===== src/design/nsol_pkg.sv =====
// shared constants, types and helpers of the screlu output layer
package nsol_pkg;

   localparam int VAL_W   = 16;
   localparam int SUM_W   = 32;
   localparam int SCORE_W = 18;
   localparam int CLAMP_W = 7;
   localparam int RSUM_W  = 25;
   localparam int MAG_W   = 32;
   localparam int Q1_W    = 26;
   localparam int UNSQ_W  = 27;
   localparam int PROD_W  = 64;
   localparam int ADDR_W  = 3;
   localparam int DATA_W  = 32;

   localparam int QA        = 101;
   localparam int QB        = 160;
   localparam int SCALE     = 340;
   localparam int DIV2      = QA * QB;
   localparam int SCORE_MAX = 88937;

   // 340 / 16160 reduces to 17 / 808, and 808 is 8 * 101
   localparam int SCALE_RED  = SCALE / 20;
   localparam int DIV2_SHIFT = 3;

   // ceil(2^38 / 101), exact for every dividend up to 2^31
   localparam logic [MAG_W-1:0] RECIP_QA    = 32'd2721563436;
   localparam int               RECIP_SHIFT = 38;

   localparam logic [0:0] REG_OUTPUT_BIAS = 1'b0;

   typedef enum logic [2:0] {
      BK_IDLE,
      BK_DIV1,
      BK_BIAS,
      BK_MUL,
      BK_DIV2,
      BK_DONE
   } back_state_type;

   typedef struct packed {
      logic full;
      logic empty;
   } queue_status_type;

   function automatic logic [CLAMP_W-1:0] clamp_qa(input logic signed [VAL_W-1:0] v);
      if (v[VAL_W-1]) begin
         return '0;
      end else if (v > VAL_W'(QA)) begin
         return CLAMP_W'(QA);
      end else begin
         return v[CLAMP_W-1:0];
      end
   endfunction

endpackage


===== src/design/nsol_front.sv =====
// front pipeline: clamp, two multiply stages and the running sum
module nsol_front (
   input  logic                               clock,
   input  logic                               reset,
   input  logic                               push,
   output logic                               full,
   input  logic signed [nsol_pkg::VAL_W-1:0]  white_value,
   input  logic signed [nsol_pkg::VAL_W-1:0]  black_value,
   input  logic                               side_to_move,
   input  logic signed [nsol_pkg::VAL_W-1:0]  mover_weight,
   input  logic signed [nsol_pkg::VAL_W-1:0]  other_weight,
   input  logic                               last,
   input  nsol_pkg::queue_status_type         q_status,
   output logic                               q_push,
   output logic [nsol_pkg::SUM_W-1:0]         q_data
);

   logic                                  stall;
   logic                                  accept;
   logic signed [nsol_pkg::VAL_W-1:0]     mover;
   logic signed [nsol_pkg::VAL_W-1:0]     other;
   logic [nsol_pkg::CLAMP_W-1:0]          cm;
   logic [nsol_pkg::CLAMP_W-1:0]          co;
   logic signed [23:0]                    pm;
   logic signed [23:0]                    po;
   logic signed [23:0]                    rm;
   logic signed [23:0]                    ro;
   logic [nsol_pkg::SUM_W-1:0]            total;

   logic                                  s1_valid_ff, s1_valid_in;
   logic                                  s1_last_ff;
   logic [nsol_pkg::CLAMP_W-1:0]          s1_cm_ff, s1_co_ff;
   logic signed [nsol_pkg::VAL_W-1:0]     s1_tm_ff, s1_to_ff;
   logic                                  s2_valid_ff, s2_valid_in;
   logic                                  s2_last_ff;
   logic signed [nsol_pkg::RSUM_W-1:0]    s2_rsum_ff, s2_rsum_in;
   logic [nsol_pkg::SUM_W-1:0]            sum_ff, sum_in;

   // a last transaction cannot leave the pipe while the sum queue is full
   assign stall  = s2_valid_ff && s2_last_ff && q_status.full;
   assign full   = stall;
   assign accept = push && !stall;

   assign mover = side_to_move ? black_value : white_value;
   assign other = side_to_move ? white_value : black_value;
   assign cm    = nsol_pkg::clamp_qa(mover);
   assign co    = nsol_pkg::clamp_qa(other);
   assign pm    = $signed({1'b0, cm}) * mover_weight;
   assign po    = $signed({1'b0, co}) * other_weight;

   assign rm         = s1_tm_ff * $signed({1'b0, s1_cm_ff});
   assign ro         = s1_to_ff * $signed({1'b0, s1_co_ff});
   assign s2_rsum_in = nsol_pkg::RSUM_W'(rm) + nsol_pkg::RSUM_W'(ro);

   assign total = sum_ff + nsol_pkg::SUM_W'(s2_rsum_ff);

   always_comb begin
      s1_valid_in = s1_valid_ff;
      s2_valid_in = s2_valid_ff;
      sum_in      = sum_ff;
      q_push      = 1'b0;
      if (!stall) begin
         s1_valid_in = accept;
         s2_valid_in = s1_valid_ff;
         if (s2_valid_ff) begin
            if (s2_last_ff) begin
               q_push = 1'b1;
               sum_in = '0;
            end else begin
               sum_in = total;
            end
         end
      end
   end

   assign q_data = total;

   always_ff @(posedge clock) begin
      if (reset) begin
         s1_valid_ff <= 1'b0;
         s2_valid_ff <= 1'b0;
         sum_ff      <= '0;
      end else begin
         s1_valid_ff <= s1_valid_in;
         s2_valid_ff <= s2_valid_in;
         sum_ff      <= sum_in;
      end
   end

   always_ff @(posedge clock) begin
      if (!stall) begin
         s1_last_ff <= last;
         s1_cm_ff   <= cm;
         s1_co_ff   <= co;
         s1_tm_ff   <= pm[nsol_pkg::VAL_W-1:0];
         s1_to_ff   <= po[nsol_pkg::VAL_W-1:0];
         s2_last_ff <= s1_last_ff;
         s2_rsum_ff <= s2_rsum_in;
      end
   end

endmodule


===== src/design/nsol_queue.sv =====
// two-entry queue of finished sums between front and back
module nsol_queue (
   input  logic                          clock,
   input  logic                          reset,
   input  logic                          push,
   input  logic [nsol_pkg::SUM_W-1:0]    wdata,
   input  logic                          pop,
   output nsol_pkg::queue_status_type    status,
   output logic [nsol_pkg::SUM_W-1:0]    rdata
);

   logic [nsol_pkg::SUM_W-1:0] mem_ff [2];
   logic                       wr_ptr_ff, wr_ptr_in;
   logic                       rd_ptr_ff, rd_ptr_in;
   logic [1:0]                 count_ff, count_in;
   logic                       do_push;
   logic                       do_pop;

   assign do_push = push && !status.full;
   assign do_pop  = pop && !status.empty;

   assign status.full  = (count_ff == 2'd2);
   assign status.empty = (count_ff == 2'd0);
   assign rdata        = mem_ff[rd_ptr_ff];

   always_comb begin
      wr_ptr_in = do_push ? !wr_ptr_ff : wr_ptr_ff;
      rd_ptr_in = do_pop ? !rd_ptr_ff : rd_ptr_ff;
      count_in  = count_ff + 2'(do_push) - 2'(do_pop);
   end

   always_ff @(posedge clock) begin
      if (reset) begin
         wr_ptr_ff <= 1'b0;
         rd_ptr_ff <= 1'b0;
         count_ff  <= '0;
      end else begin
         wr_ptr_ff <= wr_ptr_in;
         rd_ptr_ff <= rd_ptr_in;
         count_ff  <= count_in;
      end
   end

   always_ff @(posedge clock) begin
      if (do_push) begin
         mem_ff[wr_ptr_ff] <= wdata;
      end
   end

endmodule


===== src/design/nsol_back.sv =====
// back end: two divisions by reciprocal multiplication, bias, scale and clip
module nsol_back (
   input  logic                               clock,
   input  logic                               reset,
   input  nsol_pkg::queue_status_type         q_status,
   input  logic [nsol_pkg::SUM_W-1:0]         q_data,
   output logic                               q_pop,
   input  logic signed [nsol_pkg::VAL_W-1:0]  output_bias,
   input  logic                               pop,
   output logic                               empty,
   output logic signed [nsol_pkg::SCORE_W-1:0] score
);

   nsol_pkg::back_state_type               state_ff, state_in;
   logic                                   sign_ff, sign_in;
   logic [nsol_pkg::MAG_W-1:0]             mag_ff, mag_in;
   logic [nsol_pkg::PROD_W-1:0]            prod_ff, prod_in;
   logic signed [nsol_pkg::UNSQ_W-1:0]     unsq_ff, unsq_in;
   logic                                   out_valid_ff, out_valid_in;
   logic signed [nsol_pkg::SCORE_W-1:0]    score_ff, score_in;

   logic [nsol_pkg::Q1_W-1:0]              quot;
   logic signed [nsol_pkg::UNSQ_W-1:0]     q1_signed;
   logic [nsol_pkg::UNSQ_W-1:0]            unsq_mag;
   logic [nsol_pkg::MAG_W-1:0]             scaled;
   logic [nsol_pkg::SCORE_W-1:0]           sat;

   // quotient by 101 of whatever magnitude was multiplied last
   assign quot      = prod_ff[nsol_pkg::PROD_W-1:nsol_pkg::RECIP_SHIFT];
   assign q1_signed = sign_ff ? -$signed({1'b0, quot}) : $signed({1'b0, quot});
   assign unsq_mag  = unsq_ff[nsol_pkg::UNSQ_W-1] ? nsol_pkg::UNSQ_W'(-unsq_ff)
                                                  : nsol_pkg::UNSQ_W'(unsq_ff);
   assign scaled    = nsol_pkg::MAG_W'(unsq_mag) * nsol_pkg::MAG_W'(nsol_pkg::SCALE_RED);
   assign sat       = (quot > nsol_pkg::Q1_W'(nsol_pkg::SCORE_MAX))
                      ? nsol_pkg::SCORE_W'(nsol_pkg::SCORE_MAX)
                      : quot[nsol_pkg::SCORE_W-1:0];

   always_comb begin
      state_in     = state_ff;
      sign_in      = sign_ff;
      mag_in       = mag_ff;
      prod_in      = prod_ff;
      unsq_in      = unsq_ff;
      score_in     = score_ff;
      out_valid_in = out_valid_ff && !pop;
      q_pop        = 1'b0;
      unique case (state_ff)
         nsol_pkg::BK_IDLE: begin
            if (!q_status.empty) begin
               q_pop    = 1'b1;
               sign_in  = q_data[nsol_pkg::SUM_W-1];
               mag_in   = q_data[nsol_pkg::SUM_W-1] ? -q_data : q_data;
               state_in = nsol_pkg::BK_DIV1;
            end
         end
         nsol_pkg::BK_DIV1, nsol_pkg::BK_DIV2: begin
            prod_in  = nsol_pkg::PROD_W'(mag_ff) * nsol_pkg::PROD_W'(nsol_pkg::RECIP_QA);
            state_in = (state_ff == nsol_pkg::BK_DIV1) ? nsol_pkg::BK_BIAS
                                                       : nsol_pkg::BK_DONE;
         end
         nsol_pkg::BK_BIAS: begin
            unsq_in  = q1_signed + nsol_pkg::UNSQ_W'(output_bias);
            state_in = nsol_pkg::BK_MUL;
         end
         nsol_pkg::BK_MUL: begin
            // floor(u * 17 / 808) is floor(floor(u * 17 / 8) / 101)
            sign_in  = unsq_ff[nsol_pkg::UNSQ_W-1];
            mag_in   = scaled >> nsol_pkg::DIV2_SHIFT;
            state_in = nsol_pkg::BK_DIV2;
         end
         nsol_pkg::BK_DONE: begin
            // wait for the output register to free up
            if (!out_valid_ff || pop) begin
               score_in     = sign_ff ? -$signed(sat) : $signed(sat);
               out_valid_in = 1'b1;
               state_in     = nsol_pkg::BK_IDLE;
            end
         end
         default: begin
            state_in = nsol_pkg::BK_IDLE;
         end
      endcase
   end

   always_ff @(posedge clock) begin
      if (reset) begin
         state_ff     <= nsol_pkg::BK_IDLE;
         out_valid_ff <= 1'b0;
      end else begin
         state_ff     <= state_in;
         out_valid_ff <= out_valid_in;
      end
   end

   always_ff @(posedge clock) begin
      sign_ff  <= sign_in;
      mag_ff   <= mag_in;
      prod_ff  <= prod_in;
      unsq_ff  <= unsq_in;
      score_ff <= score_in;
   end

   assign empty = !out_valid_ff;
   assign score = score_ff;

endmodule


===== src/design/nnue_screlu_output_layer.sv =====
// top level of the screlu output layer: register port, front, sum queue, back
//
//   channel   direction  handshake             payload
//   request   in         push / full           req_white_value .. req_last
//   response  out        pop / empty           rsp_score
//   csr       in/out     psel penable pwrite   paddr pwdata prdata (output_bias)
//
// the front takes one transaction per cycle while full is low; products pass through
// the s1 and s2 registers before they reach the running sum
// the back end works on one score at a time: a reciprocal multiply for the first
// division, then bias, scale, a reciprocal multiply for the second division and clip;
// a finished score stalls while an earlier score waits
// full rises only while a last transaction meets a full two-entry sum queue
// reset clears the running sum, the queue, the output register and output_bias
module nnue_screlu_output_layer (
   input  logic                                 clock,
   input  logic                                 reset,
   input  logic                                 push,
   output logic                                 full,
   input  logic signed [nsol_pkg::VAL_W-1:0]    req_white_value,
   input  logic signed [nsol_pkg::VAL_W-1:0]    req_black_value,
   input  logic                                 req_side_to_move,
   input  logic signed [nsol_pkg::VAL_W-1:0]    req_mover_weight,
   input  logic signed [nsol_pkg::VAL_W-1:0]    req_other_weight,
   input  logic                                 req_last,
   output logic                                 empty,
   input  logic                                 pop,
   output logic signed [nsol_pkg::SCORE_W-1:0]  rsp_score,
   input  logic                                 psel,
   input  logic                                 penable,
   input  logic                                 pwrite,
   input  logic [nsol_pkg::ADDR_W-1:0]          paddr,
   input  logic [nsol_pkg::DATA_W-1:0]          pwdata,
   output logic [nsol_pkg::DATA_W-1:0]          prdata,
   output logic                                 pready
);

   logic signed [nsol_pkg::VAL_W-1:0] bias_ff, bias_in;
   logic                              csr_write;
   logic                              q_push;
   logic                              q_pop;
   logic [nsol_pkg::SUM_W-1:0]        q_wdata;
   logic [nsol_pkg::SUM_W-1:0]        q_rdata;
   nsol_pkg::queue_status_type        q_status;

   assign pready    = 1'b1;
   assign csr_write = psel && penable && pwrite && pready
                      && (paddr[2] == nsol_pkg::REG_OUTPUT_BIAS);
   assign bias_in   = csr_write ? pwdata[nsol_pkg::VAL_W-1:0] : bias_ff;
   assign prdata    = (paddr[2] == nsol_pkg::REG_OUTPUT_BIAS)
                      ? nsol_pkg::DATA_W'(bias_ff) : '0;

   always_ff @(posedge clock) begin
      if (reset) begin
         bias_ff <= '0;
      end else begin
         bias_ff <= bias_in;
      end
   end

   nsol_front u_front (
      .clock        (clock),
      .reset        (reset),
      .push         (push),
      .full         (full),
      .white_value  (req_white_value),
      .black_value  (req_black_value),
      .side_to_move (req_side_to_move),
      .mover_weight (req_mover_weight),
      .other_weight (req_other_weight),
      .last         (req_last),
      .q_status     (q_status),
      .q_push       (q_push),
      .q_data       (q_wdata)
   );

   nsol_queue u_queue (
      .clock  (clock),
      .reset  (reset),
      .push   (q_push),
      .wdata  (q_wdata),
      .pop    (q_pop),
      .status (q_status),
      .rdata  (q_rdata)
   );

   nsol_back u_back (
      .clock       (clock),
      .reset       (reset),
      .q_status    (q_status),
      .q_data      (q_rdata),
      .q_pop       (q_pop),
      .output_bias (bias_ff),
      .pop         (pop),
      .empty       (empty),
      .score       (rsp_score)
   );

   // a finished sum is never dropped on a full queue
   assert property (@(posedge clock) disable iff (reset) q_push |-> !q_status.full)
      else $error("sum pushed into full queue");

   // the back end only takes a sum that is there
   assert property (@(posedge clock) disable iff (reset) q_pop |-> !q_status.empty)
      else $error("sum popped from empty queue");

   // scores stay within the clip range
   assert property (@(posedge clock) disable iff (reset)
      !empty |-> (rsp_score <= 18'sd88937 && rsp_score >= -18'sd88937))
      else $error("score outside clip range");

   // a waiting score leaves only when it is taken
   assert property (@(posedge clock) disable iff (reset)
      !$past(reset) && $rose(empty) |-> $past(pop))
      else $error("score lost without pop");

endmodule


===== config.mk =====
export PLATFORM = sky130hd
export DESIGN_NAME = nnue_screlu_output_layer
export DESIGN_NICKNAME = d
export VERILOG_FILES = /design/src/design/nsol_pkg.sv /design/src/design/nsol_front.sv /design/src/design/nsol_queue.sv /design/src/design/nsol_back.sv /design/src/design/nnue_screlu_output_layer.sv
export SDC_FILE = /design/constraint.sdc
export NUM_CORES = 2
export LEC_CHECK = 0
export BUFFER_PORTS_ARGS = -buffer_cell sky130_fd_sc_hd__buf_2
export CELL_PAD_IN_SITES_DETAIL_PLACEMENT = 0
export CELL_PAD_IN_SITES_GLOBAL_PLACEMENT = 1
export CORE_ASPECT_RATIO = 0.75
export CORE_MARGIN = 1
export CORE_UTILIZATION = 42
export CTS_CLUSTER_SIZE = 10
export DETAILED_ROUTE_END_ITERATION = 6
export PLACE_DENSITY_LB_ADDON = 0.1
export RECOVER_POWER = 25
export SYNTH_ARGS = -nofsm -noshare
export SYNTH_HDL_FRONTEND = slang
export SYNTH_HIERARCHICAL = 1
export SYNTH_SLANG_ARGS = --single-unit

===== constraint.sdc =====
create_clock -name clock -period 9.2 [get_ports clock]
set_clock_uncertainty 0.15 [all_clocks]
set_input_delay 1.84 -clock clock [delete_from_list [all_inputs] [get_ports clock]]
set_output_delay 1.84 -clock clock [all_outputs]
set_load 0.1 [all_outputs]

==> impl_results.md <==
- Final wirelength: 124,000 um
- Syn_nets: 6,263
- Hold Path Stages: 2
- Post-DP HPWL: 106,000 um
- Die W: 389 um
- Slew HR: -165%
- Failing checks: capacitance limit, slew limit
- Crit path launch type: flop
- Top_reg_cell synth: edfxtp_1
- Dominant cells by area after synthesis: fa_1, ha_1, edfxtp_1, inv_1, and2_1
- CTS Hold Bufs: 0
- Height of the die: 293 um
- Syn Inst Count: 4,822
- Reg2reg end: u_back/prod_ff[56]$_DFFE_PN_
- Drt drc: 0
- # Max-Cap Violations: 3
- RSZ-0062 raised after global routing: no
- Worst Setup Path Type: reg2reg
- Routed via count: 32,600
- Post-layout net count: 6,389
- DR pass1 iterations: 5
- Worst EP arrival: 8.81 ns
- Starting DRC count in detailed routing: 2,159
- Most frequent cell after synthesis: inv_1
- Crit. End Element: flop
- Setup crit start: u_back/mag_ff[19]$_DFFE_PP_
- Sequential cell area fraction in the yosys report: 17.8%
- Final GP Congestion: 0.877
- Total gr overflow: 0
- Clock transition at the registers of the reported paths: 0.06 ns
- Data required, critical path: 9.36 ns
- Fin. max-slew vios: 136
- Via density: 5.02
- Cell Count, Final, Fillers Out: 6,489
- Die area: 114,000 um^2
- Postcts setup bufs: 0
- Initial core utilization: 42.4%
- Clock buffer depth: 3
- Initial antenna violation count: 4
- H-tree depth: 2
- Worst Reg-to-Reg Cells: 27
- Clk_lat worst skew: 0.56 ns
- Worst R2R Setup Slack: 0.55 ns
- FF+latch count, synth: 300
- Clock Root Buffer: clkbuf_16
- Hold WC Path Type: reg2reg
- Tcrit/Tclk final: 94.0%
- Status: complete, but fails checks
- Synth top cells by count: inv_1, fa_1, ha_1
- Setup TNS Final: 0 ns
- GRT Util Overall: 22.5%
- Ant. Diodes: 0
- Synth top area share: 28.8%
- Fraction of final layout cells sized beyond drive strength 1: 6.45%
- Crit path max fanout: 6
- Leading area contributor after synthesis: fa_1
- Post-CTS sizing: 0
- IO buf count: 141
- P&R area growth vs syn: 7.67%
- Worst Hold End: u_front/sum_ff[0]$_SDFFE_PP0P_
- WHS: 0.305 ns
- First-pass GRT wire length: 197,000 um
- Number of synthesis warnings: 6
- Antenna Nets Post-Route: 0
- Post-layout min period: 8.65 ns
- FP Rows: 106
- Ports: 161
- Final setup viols: 0
- Inserted Clock Buffers: 38
- CTS sink count: 300
- Hold path start: u_front/sum_ff[0]$_SDFFE_PP0P_
- Vias in the first global route: 33,500
- Filler cell count: 10,900
- Worst-Margin Slew: 3.97 ns
- EDFF count, synth: 241
- Ys async rst share: 0%
- Avg Inst Size Synth: 9.80 um^2
- Register area: 8420 um^2
- CTS tree: done
- Post-synth cell types: 93
- Max Freq: 116 MHz
- Worst R2R Start: u_back/mag_ff[19]$_DFFE_PP_
- Largest net degree at the start of global routing: 70
- Hold Fails Final Rpt: 0
- Synth Cell Area: 47,300 um^2
- Drt wl/cell: 19.1 um
- Area occupied by multi-input gates: 34,300 um^2
- Inst Count DP: 6,420
- CORE AREA: 112,000 um^2
==> worst max-delay path by stage <==
| stage | cells past startpoint | slack [ns] | end |
|---|---|---|---|
| detailed placement | 27 | 0.57 | u_back/prod_ff[56]$_DFFE_PN_ |
| finish | 27 | 0.55 | u_back/prod_ff[56]$_DFFE_PN_ |
| floorplan | 24 | 1.67 | u_back/prod_ff[61]$_DFFE_PN_ |
| CTS | 27 | 0.57 | u_back/prod_ff[56]$_DFFE_PN_ |
| global placement | 27 | 0.59 | u_back/prod_ff[56]$_DFFE_PN_ |
| global route | 27 | 0.21 | u_back/prod_ff[56]$_DFFE_PN_ |
==> critical path, stage by stage, from the launching register on <==
cell	delay, ns
edfxtp_1	0.61
inv_1	0.26
fa_1	0.53
inv_1	0.05
fa_1	0.50
inv_1	0.06
fa_1	0.49
inv_1	0.05
fa_1	0.49
inv_1	0.05
fa_1	0.47
inv_1	0.05
fa_1	0.50
fa_1	0.54
inv_1	0.05
fa_1	0.49
inv_1	0.04
ha_1	0.30
nand4_1	0.20
nor4_1	0.57
nand4_1	0.27
a2111oi_2	0.32
buf_4	0.22
a311o_1	0.24
a21oi_1	0.16
o41a_1	0.45
nor2b_1	0.16
xnor2_1	0.12
==> cell usage in the layout (no fill, tap or decap), drive strengths merged, types with 59 or more instances in the layout <==
cell / instances
inv: 1078
fa: 679
ha: 654
nand2: 299
and2: 272
edfxtp: 241
xnor2: 188
buf: 187
a21oi: 175
nor2: 163
o21ai: 140
a21o: 81
clkbuf: 69
dfxtp: 59
==> layout make-up <==
cell class	instances	share of cell area [%]
Multi-Input combinational cell	3338	67.4
Sequential cell	300	16.5
Inverter	1077	7.94
Tap cell	1512	3.72
Clock buffer	63	2.17
Timing Repair Buffer	193	2.11
Clock inverter	6	0.0737
==> logic make-up after synthesis <==
logic type	count (synthesis)	synth area share, %
adder cells (fa/ha/maj)	1333	46.1
buffers and inverters	1184	9.62
AND/OR/NAND/NOR	1051	11.6
AO/OA/AOI/OAI	648	8.96
flip-flops	300	17.8
XOR/XNOR	246	4.60
multiplexers	59	1.35
other	1	0.00793
==> registers in the layout, summed over array words and instances (netlist names), 18 cells and up, named ones only <==
| name | cells |
|---|---|
| u_back/score | 18 |
| u_front/sum_ff | 32 |
| u_queue/mem_ff | 64 |
| u_back/mag_ff | 32 |
| u_back/unsq_ff | 27 |
| u_front/s2_rsum_ff | 25 |
| u_back/prod_ff | 26 |
==> metrics by stage <==
| step | util (%) | area, um^2 | setup WS (ns) |
|---|---|---|---|
| 2_1_floorplan | - | 47300 | 1.67 |
| 3_3_place_gp | 44.6 | 49800 | 0.586 |
| 3_5_place_dp | 44.6 | 49800 | 0.573 |
| 4_1_cts | 45.7 | 50900 | 0.568 |
| 5_1_grt | 45.6 | 50900 | 0.206 |
| 6_report | 45.6 | 50900 | 0.552 |
==> layer usage <==
| metal | track usage, % | vias to the layer above | share of wire, % |
|---|---|---|---|
| met1 | 36.8 | 16000 | 54 |
| met3 | 4.91 | 85 | 7.0 |
| met2 | 30.0 | 724 | 38 |
| met4 | 3.11 | 2 | 1.2 |
| met5 | 0 | - | 0.0065 |
| li1 | - | 15800 | - |
Power is left out: the tool's default activity adds up to more than one toggle a clock period on the data nets, which glitch-free logic cannot reach.
